`src/hdl/dgr_pkg.sv`:
```
`timescale 1ns / 1ps
package dgr_pkg;

   localparam logic [1:0] CMD_WRITE_TILE = 2'd0;
   localparam logic [1:0] CMD_CAST       = 2'd1;
   localparam logic [1:0] CMD_READ_DEPTH = 2'd2;
   localparam logic [1:0] CMD_UNUSED     = 2'd3;

   localparam logic [2:0] REG_CAM_X         = 3'd0;
   localparam logic [2:0] REG_CAM_Y         = 3'd1;
   localparam logic [2:0] REG_CAM_ANGLE     = 3'd2;
   localparam logic [2:0] REG_FOV           = 3'd3;
   localparam logic [2:0] REG_ANGLE_STEP    = 3'd4;
   localparam logic [2:0] REG_SCREEN_WIDTH  = 3'd5;
   localparam logic [2:0] REG_SCREEN_HEIGHT = 3'd6;
   localparam logic [2:0] REG_TILE_SIZE     = 3'd7;

   localparam logic [23:0] DIST_MAX = 24'hFFFFFF;

   typedef enum logic [4:0] {
      ST_CLEAR, ST_IDLE, ST_TILE, ST_DRD, ST_DOUT, ST_NOP, ST_ANGLE, ST_TRIG_X,
      ST_TRIG_Y, ST_DIVX, ST_DIVX_W, ST_DIVY, ST_DIVY_W, ST_SIDE, ST_STEP,
      ST_TRD, ST_CHK, ST_MISS, ST_MULP_I, ST_MULP, ST_TRIG_C, ST_MULD_I,
      ST_MULD, ST_DSAT, ST_DIVH, ST_DIVH_W, ST_HIT_OUT
   } dgr_state_type;

   typedef enum logic [4:0] {
      OP_IDLE, OP_CLEAR, OP_LOAD, OP_TILE, OP_DRD, OP_DOUT, OP_NOP, OP_ANGLE,
      OP_TRIG_X, OP_TRIG_Y, OP_DIV_X, OP_WAIT_X, OP_DIV_Y, OP_WAIT_Y, OP_SIDE,
      OP_STEP, OP_TRD, OP_CHK, OP_MISS, OP_MUL_INIT_P, OP_MUL, OP_TRIG_C,
      OP_MUL_INIT_D, OP_DSAT, OP_DIV_H, OP_WAIT_H, OP_HIT_OUT
   } dgr_op_type;

   typedef struct packed {
      dgr_op_type op;
   } dgr_cmd_type;

   typedef struct packed {
      logic clr_last;
      logic div_done;
      logic hit;
      logic steps_done;
      logic mul_last;
   } dgr_status_type;

   // quarter-wave sine entry, Q1.14
   function automatic logic [14:0] quarter_sine(input int unsigned k,
                                                input int unsigned tb);
      longint t;
      longint x2;
      longint acc;
      longint r;
      longint q;
      if (k >= (32'd1 << (tb - 2))) begin
         return 15'd16384;
      end
      t   = longint'(k) << (18 - tb);
      x2  = (t * t) / 65536;
      acc = 2692;
      acc = -78547 + (acc * x2) / 65536;
      acc = 1337020 + (acc * x2) / 65536;
      acc = -10837479 + (acc * x2) / 65536;
      acc = 26353589 + (acc * x2) / 65536;
      r   = (acc * t) / 65536;
      if (r < 0) begin
         r = 0;
      end
      q = (r + 512) / 1024;
      if (q > 16384) begin
         q = 16384;
      end
      return 15'(q);
   endfunction

endpackage

```
`src/hdl/dgr_ctrl.sv`:
```
`timescale 1ns / 1ps
module dgr_ctrl (
   input  logic                   clock,
   input  logic                   reset,
   input  logic                   start,
   input  logic [1:0]             req_command,
   input  dgr_pkg::dgr_status_type status,
   output dgr_pkg::dgr_cmd_type    cmd,
   output logic                   busy
);
   dgr_pkg::dgr_state_type state_ff, state_in;

   always_comb begin
      state_in = state_ff;
      case (state_ff)
         dgr_pkg::ST_CLEAR:   if (status.clr_last) state_in = dgr_pkg::ST_IDLE;
         dgr_pkg::ST_IDLE: begin
            if (start) begin
               case (req_command)
                  dgr_pkg::CMD_WRITE_TILE: state_in = dgr_pkg::ST_TILE;
                  dgr_pkg::CMD_CAST:       state_in = dgr_pkg::ST_ANGLE;
                  dgr_pkg::CMD_READ_DEPTH: state_in = dgr_pkg::ST_DRD;
                  default:                 state_in = dgr_pkg::ST_NOP;
               endcase
            end
         end
         dgr_pkg::ST_TILE:    state_in = dgr_pkg::ST_IDLE;
         dgr_pkg::ST_NOP:     state_in = dgr_pkg::ST_IDLE;
         dgr_pkg::ST_DOUT:    state_in = dgr_pkg::ST_IDLE;
         dgr_pkg::ST_MISS:    state_in = dgr_pkg::ST_IDLE;
         dgr_pkg::ST_HIT_OUT: state_in = dgr_pkg::ST_IDLE;
         dgr_pkg::ST_DRD:     state_in = dgr_pkg::ST_DOUT;
         dgr_pkg::ST_ANGLE:   state_in = dgr_pkg::ST_TRIG_X;
         dgr_pkg::ST_TRIG_X:  state_in = dgr_pkg::ST_TRIG_Y;
         dgr_pkg::ST_TRIG_Y:  state_in = dgr_pkg::ST_DIVX;
         dgr_pkg::ST_DIVX:    state_in = dgr_pkg::ST_DIVX_W;
         dgr_pkg::ST_DIVX_W:  if (status.div_done) state_in = dgr_pkg::ST_DIVY;
         dgr_pkg::ST_DIVY:    state_in = dgr_pkg::ST_DIVY_W;
         dgr_pkg::ST_DIVY_W:  if (status.div_done) state_in = dgr_pkg::ST_SIDE;
         dgr_pkg::ST_SIDE:    state_in = dgr_pkg::ST_STEP;
         dgr_pkg::ST_STEP:    state_in = dgr_pkg::ST_TRD;
         dgr_pkg::ST_TRD:     state_in = dgr_pkg::ST_CHK;
         dgr_pkg::ST_CHK: begin
            if (status.hit) state_in = dgr_pkg::ST_MULP_I;
            else if (status.steps_done) state_in = dgr_pkg::ST_MISS;
            else state_in = dgr_pkg::ST_STEP;
         end
         dgr_pkg::ST_MULP_I:  state_in = dgr_pkg::ST_MULP;
         dgr_pkg::ST_MULP:    if (status.mul_last) state_in = dgr_pkg::ST_TRIG_C;
         dgr_pkg::ST_TRIG_C:  state_in = dgr_pkg::ST_MULD_I;
         dgr_pkg::ST_MULD_I:  state_in = dgr_pkg::ST_MULD;
         dgr_pkg::ST_MULD:    if (status.mul_last) state_in = dgr_pkg::ST_DSAT;
         dgr_pkg::ST_DSAT:    state_in = dgr_pkg::ST_DIVH;
         dgr_pkg::ST_DIVH:    state_in = dgr_pkg::ST_DIVH_W;
         dgr_pkg::ST_DIVH_W:  if (status.div_done) state_in = dgr_pkg::ST_HIT_OUT;
         default:             state_in = dgr_pkg::ST_IDLE;
      endcase
   end

   always_comb begin
      case (state_ff)
         dgr_pkg::ST_CLEAR:   cmd.op = dgr_pkg::OP_CLEAR;
         dgr_pkg::ST_IDLE:    cmd.op = start ? dgr_pkg::OP_LOAD : dgr_pkg::OP_IDLE;
         dgr_pkg::ST_TILE:    cmd.op = dgr_pkg::OP_TILE;
         dgr_pkg::ST_NOP:     cmd.op = dgr_pkg::OP_NOP;
         dgr_pkg::ST_DRD:     cmd.op = dgr_pkg::OP_DRD;
         dgr_pkg::ST_DOUT:    cmd.op = dgr_pkg::OP_DOUT;
         dgr_pkg::ST_ANGLE:   cmd.op = dgr_pkg::OP_ANGLE;
         dgr_pkg::ST_TRIG_X:  cmd.op = dgr_pkg::OP_TRIG_X;
         dgr_pkg::ST_TRIG_Y:  cmd.op = dgr_pkg::OP_TRIG_Y;
         dgr_pkg::ST_DIVX:    cmd.op = dgr_pkg::OP_DIV_X;
         dgr_pkg::ST_DIVX_W:  cmd.op = dgr_pkg::OP_WAIT_X;
         dgr_pkg::ST_DIVY:    cmd.op = dgr_pkg::OP_DIV_Y;
         dgr_pkg::ST_DIVY_W:  cmd.op = dgr_pkg::OP_WAIT_Y;
         dgr_pkg::ST_SIDE:    cmd.op = dgr_pkg::OP_SIDE;
         dgr_pkg::ST_STEP:    cmd.op = dgr_pkg::OP_STEP;
         dgr_pkg::ST_TRD:     cmd.op = dgr_pkg::OP_TRD;
         dgr_pkg::ST_CHK:     cmd.op = dgr_pkg::OP_CHK;
         dgr_pkg::ST_MISS:    cmd.op = dgr_pkg::OP_MISS;
         dgr_pkg::ST_MULP_I:  cmd.op = dgr_pkg::OP_MUL_INIT_P;
         dgr_pkg::ST_MULP:    cmd.op = dgr_pkg::OP_MUL;
         dgr_pkg::ST_TRIG_C:  cmd.op = dgr_pkg::OP_TRIG_C;
         dgr_pkg::ST_MULD_I:  cmd.op = dgr_pkg::OP_MUL_INIT_D;
         dgr_pkg::ST_MULD:    cmd.op = dgr_pkg::OP_MUL;
         dgr_pkg::ST_DSAT:    cmd.op = dgr_pkg::OP_DSAT;
         dgr_pkg::ST_DIVH:    cmd.op = dgr_pkg::OP_DIV_H;
         dgr_pkg::ST_DIVH_W:  cmd.op = dgr_pkg::OP_WAIT_H;
         dgr_pkg::ST_HIT_OUT: cmd.op = dgr_pkg::OP_HIT_OUT;
         default:             cmd.op = dgr_pkg::OP_IDLE;
      endcase
      busy = (state_ff != dgr_pkg::ST_IDLE);
   end

   always_ff @(posedge clock) begin
      if (reset) begin
         state_ff <= dgr_pkg::ST_CLEAR;
      end else begin
         state_ff <= state_in;
      end
   end
endmodule

```
`config.mk`:
```
export PLATFORM = sky130hd
export DESIGN_NAME = dgr_ctrl
export DESIGN_NICKNAME = d
export VERILOG_FILES = /design/src/hdl/dgr_pkg.sv /design/src/hdl/dgr_ctrl.sv
export SDC_FILE = /design/constraint.sdc
export NUM_CORES = 1
export LEC_CHECK = 0
export ABC_AREA = 1
export BUFFER_PORTS_ARGS = -buffer_cell sky130_fd_sc_hd__buf_2
export CORE_MARGIN = 2
export CORE_UTILIZATION = 54
export CTS_CLUSTER_DIAMETER = 100
export DETAILED_ROUTE_END_ITERATION = 12
export GPL_TIMING_DRIVEN = 0
export HOLD_SLACK_MARGIN = 0.08
export PLACE_DENSITY = 0.79
export SKIP_CTS_REPAIR_TIMING = 1
export SLEW_MARGIN = 40
export SYNTH_ARGS = -nofsm -noshare
export SYNTH_HDL_FRONTEND = slang
export SYNTH_SLANG_ARGS = --single-unit
```
`constraint.sdc`:
```
create_clock -name clock -period 1.7 [get_ports clock]
set_clock_uncertainty 0.2 [all_clocks]
set_input_delay 0.085 -clock clock [delete_from_list [all_inputs] [get_ports clock]]
set_output_delay 0.085 -clock clock [all_outputs]
set_load 0.05 [all_outputs]
```
* Word-level counts from Yosys, hierarchy flattened *
Cells that the tools add are included.

word-level totals
  register bits after elaboration = 5
  input bits = 10
  word-level logic and storage cells = 54

operators by class
  equality and inequality tests = 36
  multiplexer cells = 13
  reduce and logical (&&, ||, !) cells = 4

operator list
  operator              number
  $pmux W5 S26          1
  $pmux W5 S22          1
  $eq A5 B5 Y1 const B  11
  $mux W5               9
  $eq A5 B4 Y1 const B  8
  $eq A5 B3 Y1 const B  4
  $ne A2 B2 Y1 const B  7
  $eq A5 B2 Y1 const B  2
  $pmux W3 S3           1
  $reduce_and A7 Y1     1
  $eq A5 B1 Y1 const B  1
  $logic_not A5 Y1      1
  $ne A5 B1 Y1 const B  1
  $eq A2 B1 Y1 const B  1
  $eq A2 B2 Y1 const B  1
  $logic_not A2 Y1      1
  $mux W2               1
  $reduce_or A2 Y1      1

* Longest topological paths before layout *
Gate-level depths: netlist of the first run.

  depth after elaboration = 4
  mapped depth = 12

* Worst setup path before layout of the first run *
Ideal clock, no wire load.

  kind = register to register
  start point = reg state_ff[1]
  end point = reg state_ff[0]
  library setup time = 56 ps
  data arrival time = 1555 ps
  data required time = 1444 ps
  setup slack = -111 ps
  cell stages (with the launch flop) = 12
  buffers on the path = 1
  period minus slack after synthesis = 1811 ps
  cells stage by stage = dfxtp_1 buf_2 inv_1 nand3_1 inv_1 nand2_1 nand3_1 nor2_1 nand3_1 nand3_1 nand2_1 inv_1

between the ends
  word-level cells in the longest chain between the ends = 3

RTL lines
  item                                  RTL line        RTL
  start, declared                       dgr_ctrl.sv:11  dgr_pkg::dgr_state_type state_ff, state_in;
  start signal, assigned                dgr_ctrl.sv:96  state_ff <= dgr_pkg::ST_CLEAR;
  start signal, assigned                dgr_ctrl.sv:98  state_ff <= state_in;
  $eq A5 B4 Y1 (tied with other cells)  dgr_ctrl.sv:15  case (state_ff)
  $ne A2 B2 Y1 (no line)                --
  $reduce_and A7 Y1 (no line)           --

Parallel ways exist; a longest one is shown, timed or not.
A chain may end at the register's enable or synchronous reset.

==> run_results.csv, run 1 <==
group,metric,value,unit
synth,synth-edff-count,0,
critical_path,path_cells,"buf_8, inv_6, nand3_4, inv_2, nand2_1, nand2_1, nor2_1, nand3_1, buf_4",
placed_design,dp_slack,-209,ps
timing,drv_slew,0,
critical_path,critPathMaxStageDelay,330,ps
timing,fmax,495,MHz
route,drt_iter0_markers,121,
route,dr.pass1.iters,6,
synth,synth_flop_cell,"dfxtp_1",
clock_network,numCtsBuffers,3,
synth,yosysSeqAreaShare,11.6,%
cells_and_area,nFillCells,75,
die,die_h,44.0,µm
route,wire_per_inst,17.7,µm
die,io-pin-count,16,
synth,yosys_warnings,0,
route,dr_total_vias,1396,
timing,finalSetupViolCount,9,
timing,period_share,119,%
min_path,hold_class,"input pin to register",
cells_and_area,largest_register_ffs,5,
clock_network,cts.sinks,5,
cells_and_area,area_growth,57.4,%
synth,syn_inst,171,
cells_and_area,drive_gt1_share,45.8,%
pwr,powerDensity,993,nW/µm²
timing,rsz0062_at_grt,"yes",
route,wirelength,3880,µm
critical_path,crit_required,1410,ps
critical_path,cp.arrival,1730,ps
synth,synth_nets,181,
synth,ys_types,26,
cells_and_area,fin_area,1360,µm²
clock_network,root_buffer,"clkbuf_4",
global_routing,grt-ovfl-total,0,
status,run_status,"complete, but fails checks",
die,start_util,57.3,%
global_routing,grt_max_degree,11,
pwr,peakVddDrop,1.02,mV
global_routing,gr-usage-all-layers,31.9,%
clock_network,clk_pin_slew_worst_paths,50,ps
global_routing,grt_pass1_vias,1095,
cells_and_area,multiInputGateArea,851,µm²
route,vias_per_cell,6.37,
critical_path,critPathKind,"register to output port",
cells_and_area,nets,214,
route,ant_nets,0,
global_routing,grt_pass1_wl,4660,µm
timing,period_needed,2020,ps
critical_path,worstPathMaxFanout,8,
cells_and_area,largestRegisters,"state_ff: 5 flops",
clock_network,cts_htree_levels,1,
synth,netlist_area,863,µm²
cells_and_area,final_util,90.2,%
die,num_rows,14,
clock_network,clock_latency,240,ps
timing,relSlewSlack,76.3,%
timing,fin_ws,-319,ps
critical_path,setup.worst_path.end_class,"output port",
timing,holdWs,97.7,ps
placed_design,portBuffers,15,
run,drv_cap,0,
critical_path,cp_slowest_cell,"dfxtp_2",
pwr,leakage,0.709,nW
synth,async_flop_share,0,%
cells_and_area,antennaDiodeCount,0,
die,die_w,44.0,µm
cells_and_area,regMostFlops,"state_ff",
clock_network,cts_max_path_buffers,2,
placed_design,postPlaceCellArea,992,µm²
die,die_area,1930,µm²
placed_design,place_hpwl,2270,µm
placed_design,gp_congestion,0.961,
clock_network,cts_tree,"done",
die,core,1510,µm²
cells_and_area,regArea,114,µm²
critical_path,start_kind,"register",
status,violations,"negative setup slack",
route,drcViolationCount,0,
global_routing,antenna_found_initial,0,
synth,syn_area_per_cell,5.05,µm²
synth,ys_ff_latch,5,
critical_path,cpMostUsedCell,"nand2_1",
timing,finalHoldViolCount,0,
timing,worstMarginPinSlew,351,ps
==> critical path: cells and delay by family (launching register included) <==
family | cells | cell delay [ps]
flops | 1 | 330
buf+inv | 4 | 470
simple gates | 5 | 690
==> final timing paths <==
kind,slack [ps],startpoint,end,depth (start not counted)
min reg2reg,370,state_ff[2],state_ff[2],2
max reg2reg,-140,state_ff[1],state_ff[1],11
min,100,req_command[1],state_ff[0],7
max,-320,state_ff[1],cmd[2],9
==> power breakdown <==
part	total [W]	internal [W]	switching, W
combinational	0.00100	0.000331	0.000669
clock	0.000139	0.0000888	0.0000498
sequential	0.000212	0.000149	0.0000625
total	0.00135	0.000569	0.000781
==> cells in the mapped netlist, types with 2 or more instances <==
cell	count	area, µm²
nor2_1	32	120
buf_2	2	10.0
nand3_1	23	115
o21ai_0	4	20.0
a211oi_1	2	15.0
nor2_2	7	43.8
a21oi_1	6	30.0
nand2_2	5	31.3
nand2_1	47	176
dfxtp_1	5	100
inv_2	5	18.8
inv_1	17	63.8
nand4_1	3	18.8
==> logic make-up after synthesis <==
family | Yosys count | share of synthesized area [%]
simple gates | 123 | 64.6
buf+inv | 25 | 11.2
compound gates | 18 | 12.6
flops | 5 | 11.6
==> cell usage in the layout (no fill, tap or decap), types with 2 or more instances in the layout <==
| master | Yosys | layout |
|---|---|---|
| nand4_1 | 3 | 3 |
| buf_6 | 0 | 3 |
| buf_2 | 2 | 10 |
| dfxtp_4 | 0 | 3 |
| nand2_4 | 1 | 7 |
| dlygate4sd3_1 | 0 | 3 |
| o21ai_2 | 0 | 2 |
| inv_6 | 0 | 3 |
| nand3_2 | 1 | 7 |
| a21oi_1 | 6 | 6 |
| nor2_4 | 1 | 7 |
| nand2_2 | 5 | 9 |
| inv_4 | 0 | 2 |
| nor2_2 | 7 | 9 |
| clkbuf_4 | 0 | 3 |
| nor2_1 | 32 | 24 |
| dfxtp_2 | 0 | 2 |
| nand3_4 | 0 | 2 |
| buf_8 | 0 | 3 |
| nand2_1 | 47 | 37 |
| buf_4 | 0 | 11 |
| inv_2 | 5 | 7 |
| o21ai_0 | 4 | 2 |
| inv_1 | 17 | 10 |
| nand3_1 | 23 | 15 |
==> final cells by class <==
| cell class | instances | share of cell area (%) |
|---|---|---|
| tap | 16 | 1.47 |
| multi-input combinational | 141 | 62.6 |
| sequential | 5 | 8.38 |
| buffer | 2 | 1.93 |
| clock buffer | 4 | 1.93 |
| timing repair buffer | 28 | 15.8 |
| inverter | 23 | 7.83 |
==> per-layer routing <==
metal	part of all wire [%]	GRT usage, %	vias to the layer above	routed length (µm)
met1	36	39.5	619	1390
met4	7.2	12.7	0	278
met3	11	3.33	37	445
li1	-	-	624	-
met5	0	0	-	0
met2	45	55.9	116	1760
==> metrics by stage <==
stage	setup TNS (ps)	power [W]	cells
finish	-1590	0.00135	219
global route	-2240	0.00142	219
CTS	-2060	0.00104	206
detailed placement	-679	0.000899	202
global placement	-352	0.000886	202
floorplan	0	0.000739	171
No activity file was read; power rests on OpenSTA's default activity.
==> inputs of run 2 (changes only) <==
CORE_UTILIZATION = 49   (was 54)
PLACE_DENSITY = 0.76   (was 0.79)
clock period = 1.63 ns   (was 1.7 ns; I/O delays follow)
==> run_results.csv, run 2 (synthesis results as in run 1) <==
group,metric,value,unit
timing,period_needed,1920,ps
cells_and_area,fin_area,1400,µm²
critical_path,r2r_end,"state_ff[0]",
timing,fmax,521,MHz
critical_path,startpoint,"state_ff[1]",
critical_path,worst-path-stages,8,
timing,period_share,118,%
timing,drv_slew,0,
route,dr.pass1.iters,4,
route,drcViolationCount,0,
die,core,1690,µm²
cells_and_area,largestRegisters,"state_ff: 5 flops",
die,die_area,2110,µm²
timing,worstMarginPinSlew,333,ps
timing,rsz0062_at_grt,"yes",
critical_path,cpMostUsedCell,"nand3_2",
critical_path,endpoint,"cmd[4]",
critical_path,path_cells,"buf_12, nand2_4, inv_2, nand3_2, nand4_1, nor3b_4, nand3_2, buf_8",
critical_path,start_kind,"register",
timing,finalSetupViolCount,8,
global_routing,grt_pass1_wl,3930,µm
cells_and_area,multiInputGateArea,877,µm²
pwr,peakVddDrop,0.849,mV
timing,fin_ws,-291,ps
route,route.met3.wl,325,µm
die,die_h,46.0,µm
die,start_util,51.1,%
route,wirelength,3290,µm
cells_and_area,largest_register_ffs,5,
global_routing,grt_pass1_vias,943,
critical_path,critPathKind,"register to output port",
critical_path,cp_slowest_cell,"dfxtp_2",
cells_and_area,regMostFlops,"state_ff",
global_routing,grt-ovfl-total,0,
die,die_w,46.0,µm
status,violations,"negative setup slack",
clock_network,cts_htree_levels,1,
placed_design,postPlaceCellArea,1010,µm²
global_routing,gr-usage-all-layers,26.1,%
critical_path,reg2regPathDepth,10,
timing,fin_setup_tns,-1480,ps
route,vias_per_cell,5.90,
cells_and_area,drive_gt1_share,44.1,%
route,ant_nets,0,
critical_path,ff2ff_setup_slack,-70,ps
route,drt_iter0_markers,78,
clock_network,cts_max_path_buffers,2,
placed_design,place_hpwl,2180,µm
critical_path,worstPathMaxFanout,8,
timing,relSlewSlack,77.8,%
critical_path,timing.rr.start,"state_ff[4]",
clock_network,cts_tree,"done",
cells_and_area,nFillCells,108,
route,wl_met2,1560,µm
clock_network,cts.sinks,5,
cells_and_area,final_common_cell,"nand2_1",
pwr,leakage,0.737,nW
clock_network,numCtsBuffers,3,
global_routing,grt_max_degree,11,
placed_design,portBuffers,15,
die,num_rows,15,
critical_path,cp_top_family,"simple AND/OR/NAND/NOR gates",
route,wl_met1,1230,µm
min_path,hold_class,"input pin to register",
critical_path,setup.worst_path.end_class,"output port",
critical_path,crit_required,1350,ps
placed_design,gp_congestion,0.961,
pwr,powerDensity,995,nW/µm²
clock_network,clock_latency,230,ps
cells_and_area,antennaDiodeCount,0,
route,top_layer,"met4",
die,io-pin-count,16,
cells_and_area,most-common-layout-cells,"nand2_1 (38), nor2_1 (24), nand3_1 (15)",
placed_design,dp_slack,-155,ps
cells_and_area,nets,213,
run,drv_cap,0,
cells_and_area,regArea,114,µm²
status,run_status,"complete, but fails checks",
timing,finalHoldViolCount,0,
clock_network,root_buffer,"clkbuf_4",
critical_path,critPathMaxStageDelay,320,ps
critical_path,cp.arrival,1640,ps
cells_and_area,area_growth,61.9,%
route,wire_per_inst,15.0,µm
global_routing,antenna_found_initial,0,
clock_network,clk_pin_slew_worst_paths,40,ps
critical_path,crit_buf_inv,3,
route,dr_total_vias,1292,
run 2: cell count changes in the layout (fill, tap and decap cells not counted), moves of 2 or more:
| cell | delta |
|---|---|
| buf_4 | -4 |
| inv_4 | +3 |
| inv_6 | -3 |
| nand2_2 | -2 |
run 2: per-layer routing:
| metal | global-route usage [%] | vias to the layer above |
|---|---|---|
| met4 | 13.7 | 0 |
| met2 | 40.6 | 87 |
| met3 | 3.17 | 23 |
| li1 | - | 615 |
| met5 | 0 | - |
| met1 | 34.7 | 567 |
run 2: worst min-delay path by stage:
stage	start	end	slack (ps)	cells past startpoint
2_1_floorplan	reset	state_ff[1]	-60	1
3_3_place_gp	reset	state_ff[2]	90	2
3_5_place_dp	reset	state_ff[2]	100	2
4_1_cts	reset	state_ff[2]	-150	2
5_1_grt	req_command[1]	state_ff[0]	140	7
6_report	req_command[1]	state_ff[0]	120	7
run 2: tightest hold or removal path: stages:
cell,delay [ps]
buf_2,90
nand2_1,60
nand3_1,80
nor2_1,50
nand3_1,70
nand2_1,40
inv_1,40
run 2: report_power, final:
part | switching, W | internal (W)
clock | 0.0000415 | 0.0000920
combinational | 0.000674 | 0.000367
sequential | 0.0000600 | 0.000156
total | 0.000775 | 0.000615
run 2: final cells by class:
| type | count | area share, % |
|---|---|---|
| Multi-Input combinational cell | 141 | 62.8 |
| Sequential cell | 5 | 8.15 |
| Inverter | 23 | 7.61 |
| Clock buffer | 4 | 1.88 |
| Timing Repair Buffer | 27 | 15.8 |
| Buffer | 2 | 2.24 |
| Tap cell | 17 | 1.52 |
run 2: per-stage QoR:
stage / hold WS [ps] / util [%] / std cells / total power, W
floorplan: -56.8 / - / 171 / 0.000808
global placement: 94.1 / 60.0 / 203 / 0.000971
detailed placement: 97.7 / 60.0 / 203 / 0.000969
CTS: -151 / 61.6 / 207 / 0.00111
global route: 138 / 82.7 / 219 / 0.00148
finish: 115 / 82.7 / 219 / 0.00139
